[src/design/sfr_pkg.sv]
// shared types, constants and byte functions of the serial link packet framer
`timescale 1ns / 1ps

package sfr_pkg;

    // frame layout
    localparam int          HDR_BYTES      = 10;
    localparam int          HDR_IDX_W      = 4;
    localparam logic [HDR_IDX_W-1:0] HDR_LAST_IDX = HDR_IDX_W'(HDR_BYTES - 1);
    localparam logic [7:0]  SIG_BYTE0      = 8'hBE;
    localparam logic [7:0]  SIG_BYTE1      = 8'hEF;
    localparam logic [7:0]  SIG_BYTE2      = 8'hED;
    localparam logic [15:0] CRC_POLY       = 16'h1021;

    // body length bound
    localparam int          MAX_BODY_BYTES = 255;
    localparam logic [7:0]  LEN_MAX        = 8'(MAX_BODY_BYTES);

    // depth of the queue between front and back
    localparam int          QUEUE_DEPTH_DEF = 4;

    // configuration register indexes
    localparam int          CFG_IDX_W          = 2;
    localparam logic [CFG_IDX_W-1:0] CFG_DEST_SOCKET    = 2'd0;
    localparam logic [CFG_IDX_W-1:0] CFG_SRC_SOCKET     = 2'd1;
    localparam logic [CFG_IDX_W-1:0] CFG_PACKET_TYPE    = 2'd2;
    localparam logic [CFG_IDX_W-1:0] CFG_TRANSACTION_ID = 2'd3;

    // header byte positions
    localparam logic [HDR_IDX_W-1:0] HDR_SIG0  = 4'd0;
    localparam logic [HDR_IDX_W-1:0] HDR_SIG1  = 4'd1;
    localparam logic [HDR_IDX_W-1:0] HDR_SIG2  = 4'd2;
    localparam logic [HDR_IDX_W-1:0] HDR_DEST  = 4'd3;
    localparam logic [HDR_IDX_W-1:0] HDR_SRC   = 4'd4;
    localparam logic [HDR_IDX_W-1:0] HDR_TYPE  = 4'd5;
    localparam logic [HDR_IDX_W-1:0] HDR_SIZEH = 4'd6;
    localparam logic [HDR_IDX_W-1:0] HDR_SIZEL = 4'd7;
    localparam logic [HDR_IDX_W-1:0] HDR_TID   = 4'd8;
    localparam logic [HDR_IDX_W-1:0] HDR_SUM   = 4'd9;

    typedef struct packed {
        logic [7:0] body_byte;
        logic [7:0] body_len;
    } in_item_t;

    typedef struct packed {
        logic [7:0] out_byte;
        logic       run_last;
        logic       frame_end;
    } out_item_t;

    typedef struct packed {
        logic [7:0] dest_socket;
        logic [7:0] src_socket;
        logic [7:0] packet_type;
        logic [7:0] transaction_id;
    } cfg_t;

    // classified body byte handed from front to back
    typedef struct packed {
        logic [7:0] body_byte;
        logic [7:0] len;
        logic       first;
        logic       last;
    } cmd_t;

    typedef enum logic [1:0] {
        PH_HDR,
        PH_BODY,
        PH_CRC_HI,
        PH_CRC_LO
    } phase_t;

    // crc-16 over one byte, msb first
    function automatic logic [15:0] crc_update(input logic [15:0] crc, input logic [7:0] b);
        logic [15:0] c;
        c = crc ^ {b, 8'h00};
        for (int i = 0; i < 8; i++) begin
            if (c[15])
                c = {c[14:0], 1'b0} ^ CRC_POLY;
            else
                c = {c[14:0], 1'b0};
        end
        return c;
    endfunction

    // header byte at a position
    function automatic logic [7:0] hdr_byte(input logic [HDR_IDX_W-1:0] idx,
                                            input cfg_t cfg, input logic [7:0] len);
        logic [7:0] sum;
        logic [7:0] b;
        sum = SIG_BYTE0 + SIG_BYTE1 + SIG_BYTE2 + cfg.dest_socket + cfg.src_socket
            + cfg.packet_type + len + cfg.transaction_id;
        case (idx)
            HDR_SIG0:  b = SIG_BYTE0;
            HDR_SIG1:  b = SIG_BYTE1;
            HDR_SIG2:  b = SIG_BYTE2;
            HDR_DEST:  b = cfg.dest_socket;
            HDR_SRC:   b = cfg.src_socket;
            HDR_TYPE:  b = cfg.packet_type;
            HDR_SIZEH: b = 8'h00;
            HDR_SIZEL: b = len;
            HDR_TID:   b = cfg.transaction_id;
            HDR_SUM:   b = sum;
            default:   b = 8'h00;
        endcase
        return b;
    endfunction

endpackage

[src/design/sfr_front.sv]
// front end: accepts body bytes and marks first and last byte of each packet
`timescale 1ns / 1ps

module sfr_front
    import sfr_pkg::*;
(
    input  logic     clk,
    input  logic     rst_n,
    input  logic     push,
    input  in_item_t item,
    output logic     full,
    input  logic     q_full,
    output logic     q_push,
    output cmd_t     q_cmd
);

    logic       in_frame_reg, in_frame_next;
    logic [7:0] bytes_left_reg, bytes_left_next;
    logic [7:0] len_sat;
    logic [7:0] left;
    logic       accept;

    assign full   = q_full;
    assign accept = push && !q_full;
    assign q_push = accept;

    // clamp the sampled length into 1..max
    always_comb
    begin
        if (item.body_len == 8'd0)
            len_sat = 8'd1;
        else if (item.body_len > LEN_MAX)
            len_sat = LEN_MAX;
        else
            len_sat = item.body_len;
    end

    // classify the beat
    always_comb
    begin
        left            = in_frame_reg ? bytes_left_reg : len_sat;
        q_cmd.body_byte = item.body_byte;
        q_cmd.len       = len_sat;
        q_cmd.first     = !in_frame_reg;
        q_cmd.last      = (left == 8'd1);
        in_frame_next   = in_frame_reg;
        bytes_left_next = bytes_left_reg;
        if (accept)
        begin
            in_frame_next   = (left != 8'd1);
            bytes_left_next = left - 8'd1;
        end
    end

    // packet tracking state
    always_ff @(posedge clk or negedge rst_n)
    begin
        if (!rst_n)
        begin
            in_frame_reg   <= 1'b0;
            bytes_left_reg <= 8'd0;
        end
        else
        begin
            in_frame_reg   <= in_frame_next;
            bytes_left_reg <= bytes_left_next;
        end
    end

endmodule

[src/design/sfr_queue.sv]
// short command queue between front and back
`timescale 1ns / 1ps

module sfr_queue
    import sfr_pkg::*;
#(
    parameter int DEPTH = QUEUE_DEPTH_DEF
)
(
    input  logic clk,
    input  logic rst_n,
    input  logic wr_en,
    input  cmd_t wr_data,
    output logic q_full,
    input  logic rd_en,
    output cmd_t rd_data,
    output logic q_empty
);

    localparam int PTR_W = (DEPTH > 1) ? $clog2(DEPTH) : 1;
    localparam int CNT_W = $clog2(DEPTH + 1);
    localparam logic [PTR_W-1:0] PTR_LAST = PTR_W'(DEPTH - 1);
    localparam logic [CNT_W-1:0] CNT_FULL = CNT_W'(DEPTH);

    cmd_t             entry_reg [DEPTH];
    logic [PTR_W-1:0] wr_ptr_reg, wr_ptr_next;
    logic [PTR_W-1:0] rd_ptr_reg, rd_ptr_next;
    logic [CNT_W-1:0] count_reg, count_next;
    logic             do_wr, do_rd;

    assign q_full  = (count_reg == CNT_FULL);
    assign q_empty = (count_reg == '0);
    assign do_wr   = wr_en && !q_full;
    assign do_rd   = rd_en && !q_empty;
    assign rd_data = entry_reg[rd_ptr_reg];

    // pointer and fill bookkeeping
    always_comb
    begin
        wr_ptr_next = wr_ptr_reg;
        rd_ptr_next = rd_ptr_reg;
        count_next  = count_reg;
        if (do_wr)
            wr_ptr_next = (wr_ptr_reg == PTR_LAST) ? '0 : wr_ptr_reg + 1'b1;
        if (do_rd)
            rd_ptr_next = (rd_ptr_reg == PTR_LAST) ? '0 : rd_ptr_reg + 1'b1;
        if (do_wr && !do_rd)
            count_next = count_reg + 1'b1;
        else if (do_rd && !do_wr)
            count_next = count_reg - 1'b1;
    end

    always_ff @(posedge clk or negedge rst_n)
    begin
        if (!rst_n)
        begin
            wr_ptr_reg <= '0;
            rd_ptr_reg <= '0;
            count_reg  <= '0;
        end
        else
        begin
            wr_ptr_reg <= wr_ptr_next;
            rd_ptr_reg <= rd_ptr_next;
            count_reg  <= count_next;
        end
    end

    // entry storage
    always_ff @(posedge clk)
    begin
        if (do_wr)
            entry_reg[wr_ptr_reg] <= wr_data;
    end

endmodule

[src/design/sfr_back.sv]
// back end: sequences header, body and crc beats into the output register
`timescale 1ns / 1ps

module sfr_back
    import sfr_pkg::*;
(
    input  logic      clk,
    input  logic      rst_n,
    input  cfg_t      cfg,
    input  cmd_t      q_cmd,
    input  logic      q_empty,
    output logic      q_pop,
    output out_item_t result,
    output logic      empty,
    input  logic      pop
);

    logic                 busy_reg, busy_next;
    cmd_t                 cmd_reg;
    phase_t               phase_reg, phase_next;
    logic [HDR_IDX_W-1:0] idx_reg, idx_next;
    logic [15:0]          crc_reg, crc_next;
    logic                 out_valid_reg, out_valid_next;
    out_item_t            out_reg;
    out_item_t            beat;
    logic [15:0]          crc_base;
    logic                 crc_upd;
    logic                 cmd_done;
    logic                 advance;
    logic                 load;

    assign result  = out_reg;
    assign empty   = !out_valid_reg;
    assign advance = busy_reg && (!out_valid_reg || pop);
    assign load    = (!busy_reg || (advance && cmd_done)) && !q_empty;
    assign q_pop   = load;

    // next phase of the sequencer
    always_comb
    begin
        phase_next = phase_reg;
        idx_next   = idx_reg;
        cmd_done   = 1'b0;
        unique case (phase_reg)
            PH_HDR:
            begin
                if (idx_reg == HDR_LAST_IDX)
                    phase_next = PH_BODY;
                idx_next = idx_reg + 1'b1;
            end
            PH_BODY:
            begin
                if (cmd_reg.last)
                    phase_next = PH_CRC_HI;
                else
                    cmd_done = 1'b1;
            end
            PH_CRC_HI:
                phase_next = PH_CRC_LO;
            PH_CRC_LO:
                cmd_done = 1'b1;
        endcase
    end

    // beat produced in the current phase
    always_comb
    begin
        beat.run_last  = 1'b0;
        beat.frame_end = 1'b0;
        crc_upd        = 1'b0;
        crc_base       = crc_reg;
        unique case (phase_reg)
            PH_HDR:
            begin
                beat.out_byte = hdr_byte(idx_reg, cfg, cmd_reg.len);
                crc_upd       = 1'b1;
                if (idx_reg == '0)
                    crc_base = 16'h0000;
            end
            PH_BODY:
            begin
                beat.out_byte = cmd_reg.body_byte;
                beat.run_last = !cmd_reg.last;
                crc_upd       = 1'b1;
            end
            PH_CRC_HI:
                beat.out_byte = crc_reg[15:8];
            PH_CRC_LO:
            begin
                beat.out_byte  = crc_reg[7:0];
                beat.run_last  = 1'b1;
                beat.frame_end = 1'b1;
            end
        endcase
        crc_next = crc_upd ? crc_update(crc_base, beat.out_byte) : crc_reg;
    end

    // busy and output valid
    always_comb
    begin
        busy_next = busy_reg;
        if (load)
            busy_next = 1'b1;
        else if (!busy_reg || (advance && cmd_done))
            busy_next = 1'b0;
        out_valid_next = out_valid_reg;
        if (advance)
            out_valid_next = 1'b1;
        else if (pop)
            out_valid_next = 1'b0;
    end

    // control state
    always_ff @(posedge clk or negedge rst_n)
    begin
        if (!rst_n)
        begin
            busy_reg      <= 1'b0;
            phase_reg     <= PH_HDR;
            idx_reg       <= '0;
            crc_reg       <= 16'h0000;
            out_valid_reg <= 1'b0;
        end
        else
        begin
            busy_reg      <= busy_next;
            out_valid_reg <= out_valid_next;
            if (advance)
                crc_reg <= crc_next;
            if (load)
            begin
                phase_reg <= q_cmd.first ? PH_HDR : PH_BODY;
                idx_reg   <= '0;
            end
            else if (advance)
            begin
                phase_reg <= phase_next;
                idx_reg   <= idx_next;
            end
        end
    end

    // payload registers
    always_ff @(posedge clk)
    begin
        if (load)
            cmd_reg <= q_cmd;
        if (advance)
            out_reg <= beat;
    end

endmodule

[src/design/serial_link_packet_framer_core.sv]
// top level of the serial link packet framer
//
// Input channel: one body byte per beat with the packet length; a beat is
// taken when push is high and full is low. The length is sampled on the
// first byte of each packet (0 is taken as 1).
// Result channel: the framed byte stream; the oldest beat is shown while
// empty is low and is taken when pop is high. run_last marks the final beat
// caused by an input beat, frame_end the second crc byte of a packet.
// Configuration: cfg_wr_en writes cfg_data into the register cfg_index
// (dest, src, type, transaction id) at once; write only while idle.
// When the block is idle, an input beat passes the command queue, the
// command register and the output register before its first result shows.
// Throughput: results leave at one beat per cycle while the receiver pops and
// the queue holds commands; a packet of N body bytes gives N + 12 beats.
// Input beats are taken one per cycle until the command queue (QUEUE_DEPTH
// entries) fills behind the back-end sequencer. A stalled receiver holds the
// output register, the sequencer then stops and the queue fills, after which full rises.
// Reset clears the queue, the packet state and the output valid flag, and
// sets the header registers to their defaults.
`timescale 1ns / 1ps

module serial_link_packet_framer_core
    import sfr_pkg::*;
#(
    parameter int QUEUE_DEPTH = QUEUE_DEPTH_DEF
)
(
    input  logic                 clk,
    input  logic                 rst_n,
    input  logic                 push,
    input  in_item_t             item,
    output logic                 full,
    output out_item_t            result,
    output logic                 empty,
    input  logic                 pop,
    input  logic                 cfg_wr_en,
    input  logic [CFG_IDX_W-1:0] cfg_index,
    input  logic [7:0]           cfg_data
);

    cfg_t cfg_reg;
    cmd_t f_cmd;
    cmd_t q_cmd;
    logic f_push;
    logic q_full;
    logic q_empty;
    logic q_pop;

    // header configuration registers
    always_ff @(posedge clk or negedge rst_n)
    begin
        if (!rst_n)
        begin
            cfg_reg.dest_socket    <= 8'd1;
            cfg_reg.src_socket     <= 8'd1;
            cfg_reg.packet_type    <= 8'd0;
            cfg_reg.transaction_id <= 8'd1;
        end
        else if (cfg_wr_en)
        begin
            unique case (cfg_index)
                CFG_DEST_SOCKET:    cfg_reg.dest_socket    <= cfg_data;
                CFG_SRC_SOCKET:     cfg_reg.src_socket     <= cfg_data;
                CFG_PACKET_TYPE:    cfg_reg.packet_type    <= cfg_data;
                CFG_TRANSACTION_ID: cfg_reg.transaction_id <= cfg_data;
            endcase
        end
    end

    // front end
    sfr_front u_front (
        .clk    (clk),
        .rst_n  (rst_n),
        .push   (push),
        .item   (item),
        .full   (full),
        .q_full (q_full),
        .q_push (f_push),
        .q_cmd  (f_cmd)
    );

    // command queue
    sfr_queue #(
        .DEPTH (QUEUE_DEPTH)
    ) u_queue (
        .clk     (clk),
        .rst_n   (rst_n),
        .wr_en   (f_push),
        .wr_data (f_cmd),
        .q_full  (q_full),
        .rd_en   (q_pop),
        .rd_data (q_cmd),
        .q_empty (q_empty)
    );

    // back end
    sfr_back u_back (
        .clk     (clk),
        .rst_n   (rst_n),
        .cfg     (cfg_reg),
        .q_cmd   (q_cmd),
        .q_empty (q_empty),
        .q_pop   (q_pop),
        .result  (result),
        .empty   (empty),
        .pop     (pop)
    );

endmodule

[config.mk]
export PLATFORM = sky130hd
export DESIGN_NAME = serial_link_packet_framer_core
export DESIGN_NICKNAME = d
export VERILOG_FILES = /design/src/design/sfr_pkg.sv /design/src/design/sfr_front.sv /design/src/design/sfr_queue.sv /design/src/design/sfr_back.sv /design/src/design/serial_link_packet_framer_core.sv
export SDC_FILE = /design/constraint.sdc
export NUM_CORES = 1
export LEC_CHECK = 0
export BUFFER_PORTS_ARGS = -buffer_cell sky130_fd_sc_hd__buf_4
export CAP_MARGIN = 20
export CORE_MARGIN = 1
export CORE_UTILIZATION = 56
export DETAILED_ROUTE_END_ITERATION = 6
export GPL_ROUTABILITY_DRIVEN = 0
export PLACE_DENSITY = 0.74
export SLEW_MARGIN = 20
export SYNTH_ARGS = -nofsm -noshare
export SYNTH_HDL_FRONTEND = slang
export SYNTH_SLANG_ARGS = --single-unit
[constraint.sdc]
create_clock -name clk -period 9.8 [get_ports clk]
set_input_delay 2.94 -clock clk [delete_from_list [all_inputs] [get_ports clk]]
set_output_delay 2.94 -clock clk [all_outputs]
set_load 0.05 [all_outputs]
==> results.json <==
{
  "dieArea_sq_um": 16340,
  "synth_warnings": 0,
  "path_depth": 16,
  "synth_common_cells": "edfxtp_1 (99), dfrtp_1 (69), inv_1 (64)",
  "cp_num_buf_inv": 2,
  "clock_path_buffers": 2,
  "path_common_cell": "fa_1",
  "syn_nets": 760,
  "drc": 0,
  "yosys.area.top_type": "edfxtp_1",
  "hold_path_depth": 1,
  "chipHeight_um": 127.8,
  "cpPeakStageDelay_ns": 0.54,
  "cp.required_ns": 10.11,
  "synthesis.area_sq_um": 8865,
  "synth_area_leaders": "edfxtp_1 (34%), dfrtp_1 (19%), fa_1 (4.7%), mux2_2 (4.6%), mux4_2 (4.6%)",
  "powerDensity_nw_per_um2": 387.8,
  "ir_drop_mv": 0.2419,
  "finalCriticalPeriod_ns": 4.690,
  "ant_nets": 0,
  "path_cells": "inv_1 -> fa_1 -> inv_1 -> fa_1 -> fa_1 -> ha_1 -> fa_1 -> a21o_1 -> a21oi_1 -> xnor2_1 -> a31oi_1 -> o22ai_2 -> xnor2_4 -> xor2_2 -> xnor2_1 -> o21ai_1",
  "clock_power_share": 0.164,
  "tns_ns": 0,
  "rows": 45,
  "antennaDiodeCount": 0,
  "min-delay-path-class": "flip-flop to flip-flop",
  "synthArstFlopShare": 0.4211,
  "viasPerCell": 5.908,
  "worstMarginPinSlew_ns": 0.9991,
  "grt_pass1_wl_um": 28950,
  "grt_overflow_total": 0,
  "setup.worst_path.start_class": "flip-flop",
  "fp.dieW_um": 127.8,
  "hold_buffers": 0,
  "seq_power_share": 0.313,
  "drv_cap": 0,
  "maxSlewViolCount": 0,
  "timing_worst_setup_path_type": "flip-flop to flip-flop",
  "crit_family": "adder cells",
  "core_sq_um": 15310,
  "cp_slowest_cell": "fa_1",
  "setup_viol": 0,
  "grt_pass1_vias": 5609,
  "min_period_over_period": 0.4786,
  "syn_inst": 679,
  "largest_reg_flops": 72,
  "finalWirelength_um": 17590,
  "cts_made_buffers": 17,
  "swShare": 0.4167,
  "syn_avg_cell_area_sq_um": 13.06,
  "dpl.cell_count": 898,
  "fin_nets": 787,
  "initial_core_util": 0.5788,
  "port-buffer-count": 42,
  "ys.flop_type": "edfxtp_1",
  "cts-root-buf": "clkbuf_16",
  "p_leak_uw": 0.003961,
  "skew_ns": 0.007292,
  "clock.fmax_mhz": 213.2,
  "cts_tree": "done",
  "dp_hpwl_um": 11840,
  "synthToLayoutAreaGrowth_pct": 10.53,
  "cts.repair.resized": 0,
  "stdcell_count": 930,
  "synth_edf_count": 99,
  "post-cts-setup-buffers": 0,
  "drive_gt1_frac": 0.2156,
  "hold_viol_final": 0,
  "antenna_found_initial": 0,
  "dr.pass1.iters": 6,
  "grt_usage": 0.2368,
  "clkSlewWorstSetupHoldPaths_ns": 0.07,
  "p_sw_uw": 1584,
  "end_kind": "flip-flop",
  "maxSlewHeadroom": 0.3339,
  "clock_latency_ns": 0.43,
  "cts_sinks": 171,
  "comb_power_share": 0.523,
  "drt_iter0_drc": 492,
  "hold-worst-slack_ns": 0.5007,
  "rr_worst_depth": 16,
  "ys_ff_latch": 171,
  "num_vias": 5494,
  "status": "complete, no violations",
  "crit_fanout": 3,
  "internal_power_uw": 2217,
  "seq_area_frac_synth": 0.5390,
  "ios": 43,
  "worstPathArrival_ns": 5.00,
  "synth_most_common_cell": "edfxtp_1",
  "wl_per_cell_um": 18.91,
  "synth_top_area_frac": 0.3354,
  "h-tree-depth": 4,
  "grt_max_degree": 73,
  "yosysUniqueCellTypes": 70,
  "rsz0062_at_grt": "false"
}
[through the flow]
step	cell area, sq um	total power [uW]	utilization	setup slack [ns]
after floorplan	8865	2750	-	4.614
after global placement	9255	3083	0.6043	4.364
after CTS	9797	3804	0.6397	4.666
final	9798	3800	0.6398	5.110
after detailed placement	9255	3170	0.6043	4.220
after global routing	9798	4073	0.6398	4.942
[final timing paths]
check	start	endpoint	slack, ns
setup / recovery	cfg_reg[2]$_DFFE_PN0P_	u_back.crc_reg[7]$_DFFE_PN0P_	5.11
hold / removal	u_back.busy_reg$_DFFE_PN0P_	u_back.out_valid_reg$_DFFE_PN0P_	0.50
setup reg to reg	cfg_reg[2]$_DFFE_PN0P_	u_back.crc_reg[7]$_DFFE_PN0P_	5.11
hold reg to reg	u_back.busy_reg$_DFFE_PN0P_	u_back.out_valid_reg$_DFFE_PN0P_	0.50
max in group asynchronous	rst_n	u_queue.rd_ptr_reg[1]$_DFFE_PN0P_	6.53
min in group asynchronous	rst_n	cfg_reg[11]$_DFFE_PN0P_	2.66
[layout make-up]
class | instances | area [sq um]
multi-input cells | 405 | 3628
clock buffers | 18 | 429.2
clock inverters | 14 | 112.6
inverters | 66 | 247.7
repair buffers | 45 | 337.8
fillers | 1158 | 5517
well taps | 211 | 264.0
flip-flops and latches | 171 | 4778
[cells in the final DEF, fill, tap and decap left out, types with 3 or more instances in the layout]
cell,count
ha_1,29
nor2_1,15
mux2_2,36
nand2_1,49
inv_6,5
o22ai_1,14
a22oi_1,5
o21ai_0,17
a21oi_1,22
dfstp_2,3
nor3_1,12
a222oi_1,10
and2_1,7
buf_4,45
mux2i_1,9
nand2b_1,9
a21o_1,3
o31ai_1,3
or3_1,5
clkbuf_16,17
nand3_1,11
inv_1,64
xor2_2,3
and3_1,3
a211oi_1,5
edfxtp_1,99
o21ai_1,11
mux4_2,18
o21ai_2,4
nor3b_1,4
nand3b_1,6
fa_1,21
dfrtp_1,69
xnor2_1,27
xor2_1,10
[kinds of logic after synthesis]
group,Yosys count,share of synthesized area
compound gates,116,0.09160
xor+xnor,43,0.04954
fa+ha+maj,50,0.08836
buf+inv,103,0.05180
flops,171,0.5390
mux,64,0.1029
simple gates,132,0.07678
[power by group through the flow]
stage / Clock [uW] / Sequential [uW] / Combinational [uW]
floorplan: 0 / 1190 / 1550
global route: 665 / 1210 / 2200
CTS: 632 / 1190 / 1990
finish: 624 / 1190 / 1990
global placement: 0 / 1190 / 1900
detailed placement: 0 / 1200 / 1970
[worst reg2reg max path: stages, from the launching register on]
cell	delay [ns]
dfrtp_1	0.37
inv_1	0.07
fa_1	0.54
inv_1	0.06
fa_1	0.51
fa_1	0.49
ha_1	0.26
fa_1	0.41
a21o_1	0.19
a21oi_1	0.17
xnor2_1	0.08
a31oi_1	0.38
o22ai_2	0.21
xnor2_4	0.30
xor2_2	0.27
xnor2_1	0.16
o21ai_1	0.08
[per-layer routing]
layer / share of wire / routed length (um) / up-vias / global-route usage
li1: - / - / 2490 / -
met3: 0.050 / 871 / 44 / 0.05342
met1: 0.42 / 7435 / 2764 / 0.2996
met2: 0.50 / 8768 / 196 / 0.3932
met4: 0.029 / 510 / 0 / 0.1038
met5: 0 / 0 / - / 0
Note: power is estimated with default switching activity, not from simulation.
